## config.mk

```make
export PLATFORM = sky130hd
export DESIGN_NAME = quad_encoder_speed_meter_unit
export DESIGN_NICKNAME = d
export VERILOG_FILES = /design/src/qesm_pkg.sv /design/src/qesm_ctrl.sv /design/src/qesm_dp.sv /design/src/quad_encoder_speed_meter_unit.sv
export SDC_FILE = /design/constraint.sdc
export NUM_CORES = 2
export LEC_CHECK = 0
export ABC_AREA = 0
export BUFFER_PORTS_ARGS = -buffer_cell sky130_fd_sc_hd__buf_2
export CAP_MARGIN = 5
export CORE_ASPECT_RATIO = 1.2
export CORE_MARGIN = 1
export CORE_UTILIZATION = 39
export DETAILED_ROUTE_END_ITERATION = 16
export PLACE_DENSITY = 0.6
export REMOVE_ABC_BUFFERS = 1
export SLEW_MARGIN = 20
export SYNTH_ARGS = -nofsm -noshare
export SYNTH_HDL_FRONTEND = slang
export SYNTH_SLANG_ARGS = --single-unit
```

## constraint.sdc

```tcl
create_clock -name clk -period 8.5 [get_ports clk]
set_clock_uncertainty 0.1 [all_clocks]
set_input_delay 0.85 -clock clk [delete_from_list [all_inputs] [get_ports clk]]
set_output_delay 0.85 -clock clk [all_outputs]
set_load 0.02 [all_outputs]
```

## src/qesm_pkg.sv

```systemverilog
`default_nettype none
package qesm_pkg;

	// channel field is 2 bits and the invert mask 4 bits wide
	localparam int NUM_CHANNELS = 4;

	localparam logic OP_SAMPLE = 1'b0;
	localparam logic OP_SPEED  = 1'b1;

	localparam logic REG_INVERT_MASK = 1'b0;
	localparam logic REG_COUNTS_PER_REV = 1'b1;

	localparam logic [3:0]  INVERT_MASK_RESET    = 4'd6;
	localparam logic [15:0] COUNTS_PER_REV_RESET = 16'd3200;

	// 60000 ms/min * 16 (q4 fraction)
	localparam int          SCALE_W   = 20;
	localparam logic [19:0] RPM_SCALE = 20'd960000;
	localparam int          DEN_W     = 32;

	localparam logic [31:0] SPEED_MAX = 32'h7fff_ffff;
	localparam logic [31:0] SPEED_MIN = 32'h8000_0000;

	typedef struct packed {
		logic        op;
		logic [1:0]  channel;
		logic        a_level;
		logic        b_level;
		logic [15:0] elapsed_ms;
	} in_item_t;

	typedef struct packed {
		logic [1:0]         speed_channel;
		logic signed [31:0] speed_rpm_q4;
		logic               last_of_run;
	} out_item_t;

	typedef enum logic [1:0] {
		DIR_NONE = 2'b00,
		DIR_UP   = 2'b01,
		DIR_DOWN = 2'b10
	} dir_t;

	typedef struct packed {
		logic sample;
		logic start;
		logic load;
		logic mul;
		logic div_step;
		logic emit;
	} ctrl_cmd_t;

	typedef struct packed {
		logic div_last;
		logic last_ch;
		logic out_free;
	} ctrl_sts_t;

	// Gray-code step decode: old state -> new state
	function automatic dir_t step_dir(input logic [1:0] old_ab, input logic [1:0] new_ab);
		dir_t d;
		unique case ({old_ab, new_ab})
			4'b0001, 4'b0111, 4'b1110, 4'b1000: d = DIR_UP;
			4'b0010, 4'b1011, 4'b1101, 4'b0100: d = DIR_DOWN;
			default:                            d = DIR_NONE;
		endcase
		return d;
	endfunction

endpackage
`default_nettype wire

```

## src/qesm_ctrl.sv

```systemverilog
`default_nettype none
module qesm_ctrl (
	input  wire logic                  clk,
	input  wire logic                  arst_n,
	input  wire logic                  in_valid,
	input  wire logic                  in_op,
	output logic                       in_ready,
	input  wire qesm_pkg::ctrl_sts_t   sts,
	output qesm_pkg::ctrl_cmd_t        cmd
);

	typedef enum logic [4:0] {
		S_IDLE  = 5'b00001,
		S_LOAD  = 5'b00010,
		S_MUL   = 5'b00100,
		S_DIV   = 5'b01000,
		S_WRITE = 5'b10000
	} state_t;

	state_t state_q, state_d;
	logic   accept;

	assign in_ready = (state_q == S_IDLE);
	assign accept   = in_valid && in_ready;

	always_comb begin
		cmd          = '0;
		state_d      = state_q;
		cmd.sample   = accept && (in_op == qesm_pkg::OP_SAMPLE);
		cmd.start    = accept && (in_op == qesm_pkg::OP_SPEED);
		cmd.load     = (state_q == S_LOAD);
		cmd.mul      = (state_q == S_MUL);
		cmd.div_step = (state_q == S_DIV);
		cmd.emit     = (state_q == S_WRITE) && sts.out_free;
		unique case (state_q)
			S_IDLE: begin
				if (cmd.start) state_d = S_LOAD;
			end
			S_LOAD:  state_d = S_MUL;
			S_MUL:   state_d = S_DIV;
			S_DIV: begin
				if (sts.div_last) state_d = S_WRITE;
			end
			S_WRITE: begin
				if (sts.out_free) state_d = sts.last_ch ? S_IDLE : S_LOAD;
			end
			default: state_d = S_IDLE;
		endcase
	end

	always_ff @(posedge clk or negedge arst_n) begin
		if (!arst_n) state_q <= S_IDLE;
		else state_q <= state_d;
	end

endmodule
`default_nettype wire

```

## src/qesm_dp.sv

```systemverilog
`default_nettype none
module qesm_dp #(
	parameter int COUNT_WIDTH  = 24
) (
	input  wire logic                 clk,
	input  wire logic                 arst_n,
	input  wire qesm_pkg::in_item_t   in_item,
	input  wire logic [3:0]           invert_mask,
	input  wire logic [15:0]          counts_per_rev,
	input  wire qesm_pkg::ctrl_cmd_t  cmd,
	output qesm_pkg::ctrl_sts_t       sts,
	output logic                      out_valid,
	input  wire logic                 out_ready,
	output qesm_pkg::out_item_t       out_item
);

	localparam int NUM_CHANNELS = qesm_pkg::NUM_CHANNELS;
	localparam int CH_W  = (NUM_CHANNELS > 1) ? $clog2(NUM_CHANNELS) : 1;
	localparam int NUM_W = COUNT_WIDTH + qesm_pkg::SCALE_W;
	localparam int BIT_W = $clog2(NUM_W + 1);
	localparam int DEN_W = qesm_pkg::DEN_W;
	localparam logic signed [COUNT_WIDTH-1:0] CNT_MAX = {1'b0, {(COUNT_WIDTH-1){1'b1}}};
	localparam logic signed [COUNT_WIDTH-1:0] CNT_MIN = {1'b1, {(COUNT_WIDTH-1){1'b0}}};

	logic signed [COUNT_WIDTH-1:0] count_q [NUM_CHANNELS];
	logic [1:0]                    prev_q  [NUM_CHANNELS];

	logic [CH_W-1:0]        idx_q;
	logic [15:0]            elapsed_q;
	logic [COUNT_WIDTH-1:0] mag_q;
	logic                   neg_q;
	logic                   zero_q;
	logic [DEN_W-1:0]       den_q;
	logic [NUM_W-1:0]       num_q;
	logic [DEN_W-1:0]       rem_q;
	logic [BIT_W-1:0]       bit_q;
	logic                   out_valid_q;
	qesm_pkg::out_item_t    out_q;

	logic [CH_W-1:0]               rd_idx;
	logic                          in_range;
	logic signed [COUNT_WIDTH-1:0] cnt_rd;
	logic signed [COUNT_WIDTH-1:0] cnt_new;
	logic [1:0]                    ab;
	qesm_pkg::dir_t                dir;
	logic                          inv;
	logic [DEN_W:0]                trial;
	logic                          qbit;
	logic [63:0]                   q64;
	logic [31:0]                   q_pos;
	logic [31:0]                   q_neg;
	logic [31:0]                   speed;

	assign in_range = ({3'b000, in_item.channel} < 5'(NUM_CHANNELS));
	assign rd_idx   = cmd.sample ? CH_W'(in_item.channel) : idx_q;
	assign cnt_rd   = count_q[rd_idx];
	assign ab       = {in_item.a_level, in_item.b_level};
	assign inv      = invert_mask[in_item.channel];

	always_comb begin
		dir     = qesm_pkg::step_dir(prev_q[rd_idx], ab);
		cnt_new = cnt_rd;
		if (inv) begin
			unique case (dir)
				qesm_pkg::DIR_UP:   dir = qesm_pkg::DIR_DOWN;
				qesm_pkg::DIR_DOWN: dir = qesm_pkg::DIR_UP;
				default:            dir = qesm_pkg::DIR_NONE;
			endcase
		end
		if (dir == qesm_pkg::DIR_UP && cnt_rd != CNT_MAX) cnt_new = cnt_rd + 1'b1;
		else if (dir == qesm_pkg::DIR_DOWN && cnt_rd != CNT_MIN) cnt_new = cnt_rd - 1'b1;
	end

	always_ff @(posedge clk or negedge arst_n) begin
		if (!arst_n) begin
			for (int i = 0; i < NUM_CHANNELS; i++) begin
				count_q[i] <= '0;
				prev_q[i]  <= '0;
			end
		end else if (cmd.sample && in_range) begin
			count_q[rd_idx] <= cnt_new;
			prev_q[rd_idx]  <= ab;
		end else if (cmd.load) begin
			count_q[rd_idx] <= '0;
		end
	end

	// restoring divider, quotient shifts into num_q
	assign trial = {rem_q, num_q[NUM_W-1]};
	assign qbit  = (trial >= {1'b0, den_q});

	always_ff @(posedge clk) begin
		if (cmd.start) elapsed_q <= in_item.elapsed_ms;
		if (cmd.load) begin
			neg_q  <= cnt_rd[COUNT_WIDTH-1];
			zero_q <= (cnt_rd == '0);
			mag_q  <= cnt_rd[COUNT_WIDTH-1] ? (COUNT_WIDTH'(0) - cnt_rd) : cnt_rd;
			den_q  <= DEN_W'(elapsed_q) * DEN_W'(counts_per_rev);
		end
		if (cmd.mul) begin
			num_q <= NUM_W'(mag_q) * NUM_W'(qesm_pkg::RPM_SCALE);
			rem_q <= '0;
		end else if (cmd.div_step) begin
			num_q <= {num_q[NUM_W-2:0], qbit};
			rem_q <= qbit ? DEN_W'(trial - {1'b0, den_q}) : trial[DEN_W-1:0];
		end
	end

	always_ff @(posedge clk or negedge arst_n) begin
		if (!arst_n) begin
			idx_q <= '0;
			bit_q <= '0;
		end else begin
			if (cmd.start) idx_q <= '0;
			else if (cmd.emit && !sts.last_ch) idx_q <= idx_q + 1'b1;
			if (cmd.mul) bit_q <= BIT_W'(NUM_W);
			else if (cmd.div_step) bit_q <= bit_q - 1'b1;
		end
	end

	assign q64   = 64'(num_q);
	assign q_pos = (q64 > 64'(qesm_pkg::SPEED_MAX)) ? qesm_pkg::SPEED_MAX : q64[31:0];
	assign q_neg = (q64 > 64'(qesm_pkg::SPEED_MIN)) ? qesm_pkg::SPEED_MIN : q64[31:0];

	always_comb begin
		if (zero_q) speed = '0;
		else if (den_q == '0) speed = neg_q ? qesm_pkg::SPEED_MIN : qesm_pkg::SPEED_MAX;
		else speed = neg_q ? (32'd0 - q_neg) : q_pos;
	end

	always_ff @(posedge clk or negedge arst_n) begin
		if (!arst_n) out_valid_q <= 1'b0;
		else if (cmd.emit) out_valid_q <= 1'b1;
		else if (out_ready) out_valid_q <= 1'b0;
	end

	always_ff @(posedge clk) begin
		if (cmd.emit) begin
			out_q.speed_channel <= 2'(idx_q);
			out_q.speed_rpm_q4  <= speed;
			out_q.last_of_run   <= sts.last_ch;
		end
	end

	assign sts.div_last = (bit_q == BIT_W'(1));
	assign sts.last_ch  = (idx_q == CH_W'(NUM_CHANNELS - 1));
	assign sts.out_free = !out_valid_q || out_ready;

	assign out_valid = out_valid_q;
	assign out_item  = out_q;

endmodule
`default_nettype wire

```

## src/quad_encoder_speed_meter_unit.sv

```systemverilog
// Pin sample: one per cycle while idle, no result; count updated at the accepting edge.
// Speed request: per channel load, multiply, one quotient bit per cycle in the shared
// restoring divider, then output; NUM_CHANNELS results in all; input stalls meanwhile.
// The last result waits in the output register while new transactions are taken.
// Reset (async, active low): counts and previous states zero, registers to defaults.
`default_nettype none
module quad_encoder_speed_meter_unit #(
	parameter int COUNT_WIDTH  = 24
) (
	input  wire logic                 clk,
	input  wire logic                 arst_n,
	input  wire logic                 in_valid,
	output logic                      in_ready,
	input  wire qesm_pkg::in_item_t   in_item,
	output logic                      out_valid,
	input  wire logic                 out_ready,
	output qesm_pkg::out_item_t       out_item,
	input  wire logic                 psel,
	input  wire logic                 penable,
	input  wire logic                 pwrite,
	input  wire logic [2:0]           paddr,
	input  wire logic [31:0]          pwdata,
	output logic [31:0]               prdata,
	output logic                      pready
);

	logic [3:0]          mask_q;
	logic [15:0]         cpr_q;
	logic                reg_wr;
	qesm_pkg::ctrl_cmd_t cmd;
	qesm_pkg::ctrl_sts_t sts;

	assign pready = 1'b1;
	assign reg_wr = psel && penable && pwrite && pready;

	always_ff @(posedge clk or negedge arst_n) begin
		if (!arst_n) begin
			mask_q <= qesm_pkg::INVERT_MASK_RESET;
			cpr_q  <= qesm_pkg::COUNTS_PER_REV_RESET;
		end else if (reg_wr) begin
			if (paddr[2] == qesm_pkg::REG_INVERT_MASK) mask_q <= pwdata[3:0];
			else cpr_q <= pwdata[15:0];
		end
	end

	assign prdata = (paddr[2] == qesm_pkg::REG_COUNTS_PER_REV) ? {16'd0, cpr_q} : {28'd0, mask_q};

	qesm_ctrl u_ctrl (
		.clk      (clk),
		.arst_n   (arst_n),
		.in_valid (in_valid),
		.in_op    (in_item.op),
		.in_ready (in_ready),
		.sts      (sts),
		.cmd      (cmd)
	);

	qesm_dp #(
		.COUNT_WIDTH  (COUNT_WIDTH)
	) u_dp (
		.clk            (clk),
		.arst_n         (arst_n),
		.in_item        (in_item),
		.invert_mask    (mask_q),
		.counts_per_rev (cpr_q),
		.cmd            (cmd),
		.sts            (sts),
		.out_valid      (out_valid),
		.out_ready      (out_ready),
		.out_item       (out_item)
	);

	a_speed_blocks_input: assert property (@(posedge clk) disable iff (!arst_n)
		in_valid && in_ready && in_item.op == qesm_pkg::OP_SPEED |=> !in_ready)
		else $error("input taken right after speed request");

	a_last_channel: assert property (@(posedge clk) disable iff (!arst_n)
		out_valid && out_item.last_of_run |->
		out_item.speed_channel == 2'(qesm_pkg::NUM_CHANNELS - 1))
		else $error("last result not on last channel");

	a_mid_run_busy: assert property (@(posedge clk) disable iff (!arst_n)
		out_valid && !out_item.last_of_run |-> !in_ready)
		else $error("input ready in the middle of a speed run");

	a_emit_only_when_free: assert property (@(posedge clk) disable iff (!arst_n)
		cmd.emit |-> !out_valid || out_ready)
		else $error("result overwritten before transaction");

endmodule
`default_nettype wire

```

* After elaboration in Yosys (flattened, before gate mapping)
Memory sizes are Yosys's and may differ from the RTL's. Cells that the tools add are included.
Cells by class: $add $sub $neg 7, multipliers 2, $lt $le $gt $ge 6, equality and inequality tests 16, muxes and demuxes 42, bitwise logic cells 5, reductions and logical operators 22
Operators with widths (count):
- $mux 32 | 6
- $mux 96 | 2
- $mux 24 | 5
- $and 96x96->96 | 1
- $bwmux 96 | 1
- $not 96->96 | 1
- $mux 44 | 2
- $bmux 24 s2 | 1
- $demux 24 s2 | 1
- $ne 24x24->1 const B | 2
- $gt 44x31->1 const B | 1
- $gt 44x32->1 const B | 1
- $mul 24x11->35 const B | 1
- $ge 33x32->1 | 1
- $logic_not 32->1 | 1
- $mul 16x16->32 | 1
- $sub 1x32->32 const A | 1
- $sub 32x32->32 | 1
- $pmux 5 s5 | 1
- $add 24x1->24 const B | 1
- $logic_not 24->1 | 1
- $sub 1x24->24 const A | 1
- $sub 24x1->24 const B | 1
- $mux 23 | 1
- 33 further kinds | 64
Word-level totals: bits in registers 323, memory bits (read-only) 32, bits of input ports 63, logic and storage cells 127, memories kept 1
Memories:
- (name not given) | depth 16, width 2, read ports 1, clocked after Yosys merged registers in 0, wr ports 0, line qesm_pkg.sv:62 | unique case ({old_ab, new_ab})

* Depth between registers and ports, before layout
An unclocked memory read counts as a cell.
depth in word-level cells 18, gate-level depth with buffers 25, depth with buffers taken out 24

* By module
Synthesis repeated with hierarchy kept, for this count alone.
Unflattened totals: cells, all modules 3242, area total of the unflattened synthesis 31310.0 um2
By module, submodules not included:
- qesm_dp | instances 1, cells an instance 3124, area an instance 29866.1 um2, seq. area each 7972.6 um2
- quad_encoder_speed_meter_unit | instances 1, cells an instance 80, area an instance 1081.0 um2, seq. area each 506.7 um2
- qesm_ctrl | instances 1, cells an instance 38, area an instance 362.8 um2, seq. area each 126.4 um2

* Worst setup path before layout
Ideal clock, no wire load.
kind register to register, start reg u_ctrl.state_q[3], end reg u_dp.count_q[10] in the netlist's numbering, library setup time 0.121 ns, arrival time 7.087 ns, slack 1.192 ns, stages on the path, launching flop included 8, buffers on the path 3, clock period less this slack 7.308 ns, cells stage by stage dfrtp_1 or3_1 buf_4 buf_6 nor3b_1 o22ai_1 clkbuf_1 a22o_1
On the way: cells in the longest elaborated chain, start to end 18
Ends and longest elaborated chain:
- from (decl) | line qesm_ctrl.sv:20 | state_t state_q, state_d;
- from (signal assigned) | line qesm_ctrl.sv:53 | else state_q <= state_d;
- $eq 5x1->1 | line qesm_ctrl.sv:23 | assign in_ready = (state_q == S_IDLE);
- $logic_and 1x1->1 | line qesm_ctrl.sv:24 | assign accept = in_valid && in_ready;
- $logic_and 1x1->1 | line qesm_ctrl.sv:29 | cmd.sample = accept && (in_op == qesm_pkg::OP_SAMPLE);
- $mux 2 | line qesm_dp.sv:55 | assign rd_idx = cmd.sample ? CH_W'(in_item.channel) : idx_q;
- $not 2->3 (not written as such)
- $bmux 2 s2 | line qesm_dp.sv:61 | dir = qesm_pkg::step_dir(prev_q[rd_idx], ab);
- $mux 2 (not written as such) (2 in series) | line qesm_dp.sv:61
- $mem_v2 16x2
- $eq 2x2->1 or $eq 2x1->1 (tied branches) | line qesm_dp.sv:64 | unique case (dir)
- $pmux 2 s2 | line qesm_dp.sv:64
- $mux 2 | line qesm_dp.sv:63 | if (inv) begin
- $eq 2x2->1 | line qesm_dp.sv:71 | else if (dir == qesm_pkg::DIR_DOWN && cnt_rd != CNT_MIN) cnt_new = cnt_rd - 1'b1;
- $logic_and 1x1->1 | line qesm_dp.sv:71
- $mux 24 | line qesm_dp.sv:71
- $mux 24 | line qesm_dp.sv:70 | if (dir == qesm_pkg::DIR_UP && cnt_rd != CNT_MAX) cnt_new = cnt_rd + 1'b1;
- $bwmux 96 | line qesm_dp.sv:81 | count_q[rd_idx] <= cnt_new;
- $mux 96 | line qesm_dp.sv:80 | end else if (cmd.sample && in_range) begin
- to (signal, indexed assignment) | line qesm_dp.sv:81
- to (decl) | line qesm_dp.sv:25 | logic signed [COUNT_WIDTH-1:0] count_q [NUM_CHANNELS];
Parallel ways exist; a longest one is shown, timed or not. The select of a mux whose other input is x is not followed. A chain may end at the register's enable or synchronous reset.

* Worst setup path after layout
start reg u_dp.elapsed_q[8], end reg u_dp.den_q[31] (data pin)
On the way: cells in the longest elaborated chain, start to end 1
Ends and longest elaborated chain:
- from (decl) | line qesm_dp.sv:29 | logic [15:0] elapsed_q;
- from (signal assigned) | line qesm_dp.sv:93 | if (cmd.start) elapsed_q <= in_item.elapsed_ms;
- $mul 16x16->32 | line qesm_dp.sv:98 | den_q <= DEN_W'(elapsed_q) * DEN_W'(counts_per_rev);
- to (signal assigned) | line qesm_dp.sv:98
- to (decl) | line qesm_dp.sv:33 | logic [DEN_W-1:0] den_q;
Every way passes these cells.

==> results.toml <==
[global_routing]
grt_overflow_total = 0
grt_pass1_vias = 23425
gr-usage-all-layers_pct = 19.3
grt_pass1_wl_um = 126000
grt_max_degree = 86
antenna_found_initial = 4

[placement]
placed_area_mm2 = 0.0324
post-dp-hpwl_um = 56200
placed_cells = 4217
dp_slack_ns = 1.06
io_buffers = 97
place.gp.congestion = 0.875

[synthesis]
netlist.area_leader.share_pct = 19.1
synthTopCellsByArea = "fa_1 19%, edfxtp_1 14%, dfrtp_1 11%, ha_1 9.5%, inv_1 5.5%"
yosysWarnings = 0
syn-cell-area_mm2 = 0.0310
synth_cell_types = 91
yosysMostFrequentCell = "inv_1"
synth_seq_area_share_pct = 27.8
yosysTopAreaCell = "fa_1"
syn_area_per_cell_um2 = 9.68
ys_seq_elements = 323
synth-async-reset-ratio_pct = 42.7
synth_top_flop_cell = "edfxtp_1"
netlist_top_cells_count = "453 x inv_1, 341 x nand2_1, 296 x fa_1, 235 x ha_1, 159 x o21ai_0"
synthCells = 3197
synth_edf_count = 144

[worst_setup_path]
critPathBufInv = 3
critPathKind = "reg -> reg"
critPathArrivalTime_ns = 7.65
cp_slowest_stage_delay_ns = 0.90
cp_max_fo = 16
crit_path_frequent_cell = "fa_1"
required_ns = 8.72
endpoint_kind = "flop"
critPathTopFamily = "adder cells"
path_cells = "nand2_1 > fa_1 > fa_1 > fa_1 > fa_1 > inv_1 > fa_1 > inv_1 > fa_1 > inv_1 > ha_1 > a21o_1 > a21oi_1 > nand2_1 > o41ai_1 > o31ai_1 > o221ai_1 > o21a_1 > o21ai_0 > a21oi_1 > xnor2_1"
slowest_stage = "edfxtp_1"
startpoint_type = "flop"

[sta]
layout_setup_ws_ns = 1.07
slew_headroom_pct = 31.8
period_minus_slack_ns = 7.43
finalHoldViolations = 0
timing.fmax_ghz = 0.135
setup_violations = 0
post-route-period-util_pct = 87.4
drv_slew = 0
setup_tns_ns = 0
tightest_slew_ns = 1.02
hold-worst-slack_ns = 0.234
rsz0062_at_grt = "no"

[die]
num_rows = 112
io_pins = 133
start_util_pct = 39.6
die_h_um = 311
dieArea_mm2 = 0.0805
fp.coreArea_mm2 = 0.0782
die_x_um = 259

[finish]
nets = 3825
area_delta_synth_final_pct = 8.95
fin_util_pct = 43.1
design_area_mm2 = 0.0337
layout-drive-gt1-share_pct = 9.26
finalNonFillerCells = 4288

[power]
power.density_mw_per_mm2 = 328
p_leak_nw = 15.8
ir_drop_mv = 0.414
power_mw = 11.1

[clock_tree]
clockBufferDepth = 3
clk_latency_ns = 0.58
ctsHoldBuffers = 0
cts-root-buf = "clkbuf_16"
cts_tree = "built"
numCtsBuffers = 38
post_cts_buffers = 0
htreeDepth = 2
cts_resized = 0
clk_pin_slew_ns = 0.07
cts_sinks = 323

[run_status]
status = "complete, no violations"

[drt]
wire_per_inst_um = 17.6
drt.antenna.violating_nets = 0
drt-total-wl_um = 75600
first_iter_violations = 1457
drt_first_pass_iters = 5
viasPerCell = 5.33
drc = 0
vias = 22864

[job]
max_cap_viol_count = 0

[min_path]
hp-class = "in -> async"
## power by group
| part | internal, mW | leakage [nW] | switching [mW] |
|---|---|---|---|
| clock | 0.998 | 0.620 | 0.677 |
| combinational | 3.15 | 11.6 | 4.06 |
| sequential | 2.06 | 3.61 | 0.100 |
## kinds of logic (layout without fill, tap and decap cells)
kind of cell | after synthesis | after routing | share of synthesized area, %
AO/OA/AOI/OAI | 632 | 632 | 13.5
XOR/XNOR | 139 | 139 | 3.98
adder cells (fa/ha/maj) | 531 | 531 | 28.6
buffers and inverters | 611 | 660 | 7.82
flip-flops | 323 | 323 | 27.8
multiplexers | 105 | 105 | 4.63
other | 2 | 18 | 0.0243
AND/OR/NAND/NOR | 854 | 854 | 13.6
## placed cells by master (no fill, tap or decap), types with 58 or more instances in the layout
cell type and n:
and2_1 137, a21oi_1 136, inv_1 453, edfxtp_1 144, dfrtp_1 131, a22o_1 86, fa_1 296, o21ai_0 159
nor2_1 128, xor2_1 58, xnor2_1 79, ha_1 235, nand2_1 341, buf_2 96
## sequential cells by signal (all words and copies together), names as in the netlist
register and cells:
u_dp.count_q 96, u_dp.num_q 44, u_dp.out_item 35, u_dp.den_q 32
u_dp.rem_q 32, u_dp.mag_q 24, cpr_q 16, u_dp.elapsed_q 16
u_dp.prev_q 8, u_dp.bit_q 6, u_ctrl.state_q 5, mask_q 4
u_dp.idx_q 2, u_dp.neg_q 1, u_dp.out_valid 1, u_dp.zero_q 1
## final cells by class
cell class / instances / area [µm²]
Fill cell: 7662 / 44500
Sequential cell: 323 / 8610
Clock buffer: 56 / 1100
Antenna cell: 1 / 2.50
Multi-Input combinational cell: 2278 / 20100
Inverter: 454 / 1700
Tap cell: 1026 / 1280
Timing Repair Buffer: 136 / 785
Clock inverter: 14 / 181
## worst paths after layout
path	from	end	slack (ns)	cells past startpoint
setup / recovery	u_dp.elapsed_q[8]	u_dp.den_q[31]	1.07	21
min in group clk	in_item[12]	u_dp.elapsed_q[12]	0.35	1
setup reg to reg	u_dp.elapsed_q[8]	u_dp.den_q[31]	1.07	21
hold reg to reg	u_dp.count_q[22]	u_dp.count_q[22]	0.38	2
max in group asynchronous	arst_n	cpr_q[4]	6.82	2
hold / removal	arst_n	u_dp.count_q[8]	0.23	1
## metal layers
| layer | share of wire [%] | vias up | wire length, µm | GRT usage [%] |
|---|---|---|---|---|
| met2 | 47 | 565 | 35800 | 32.4 |
| met1 | 45 | 11276 | 34100 | 26.0 |
| met3 | 4.9 | 122 | 3740 | 2.45 |
| met4 | 2.5 | 6 | 1910 | 5.45 |
| met5 | 0.044 | - | 33 | 0 |
| li1 | - | 10895 | - | - |
Note: power is estimated with default switching activity, not from simulation.
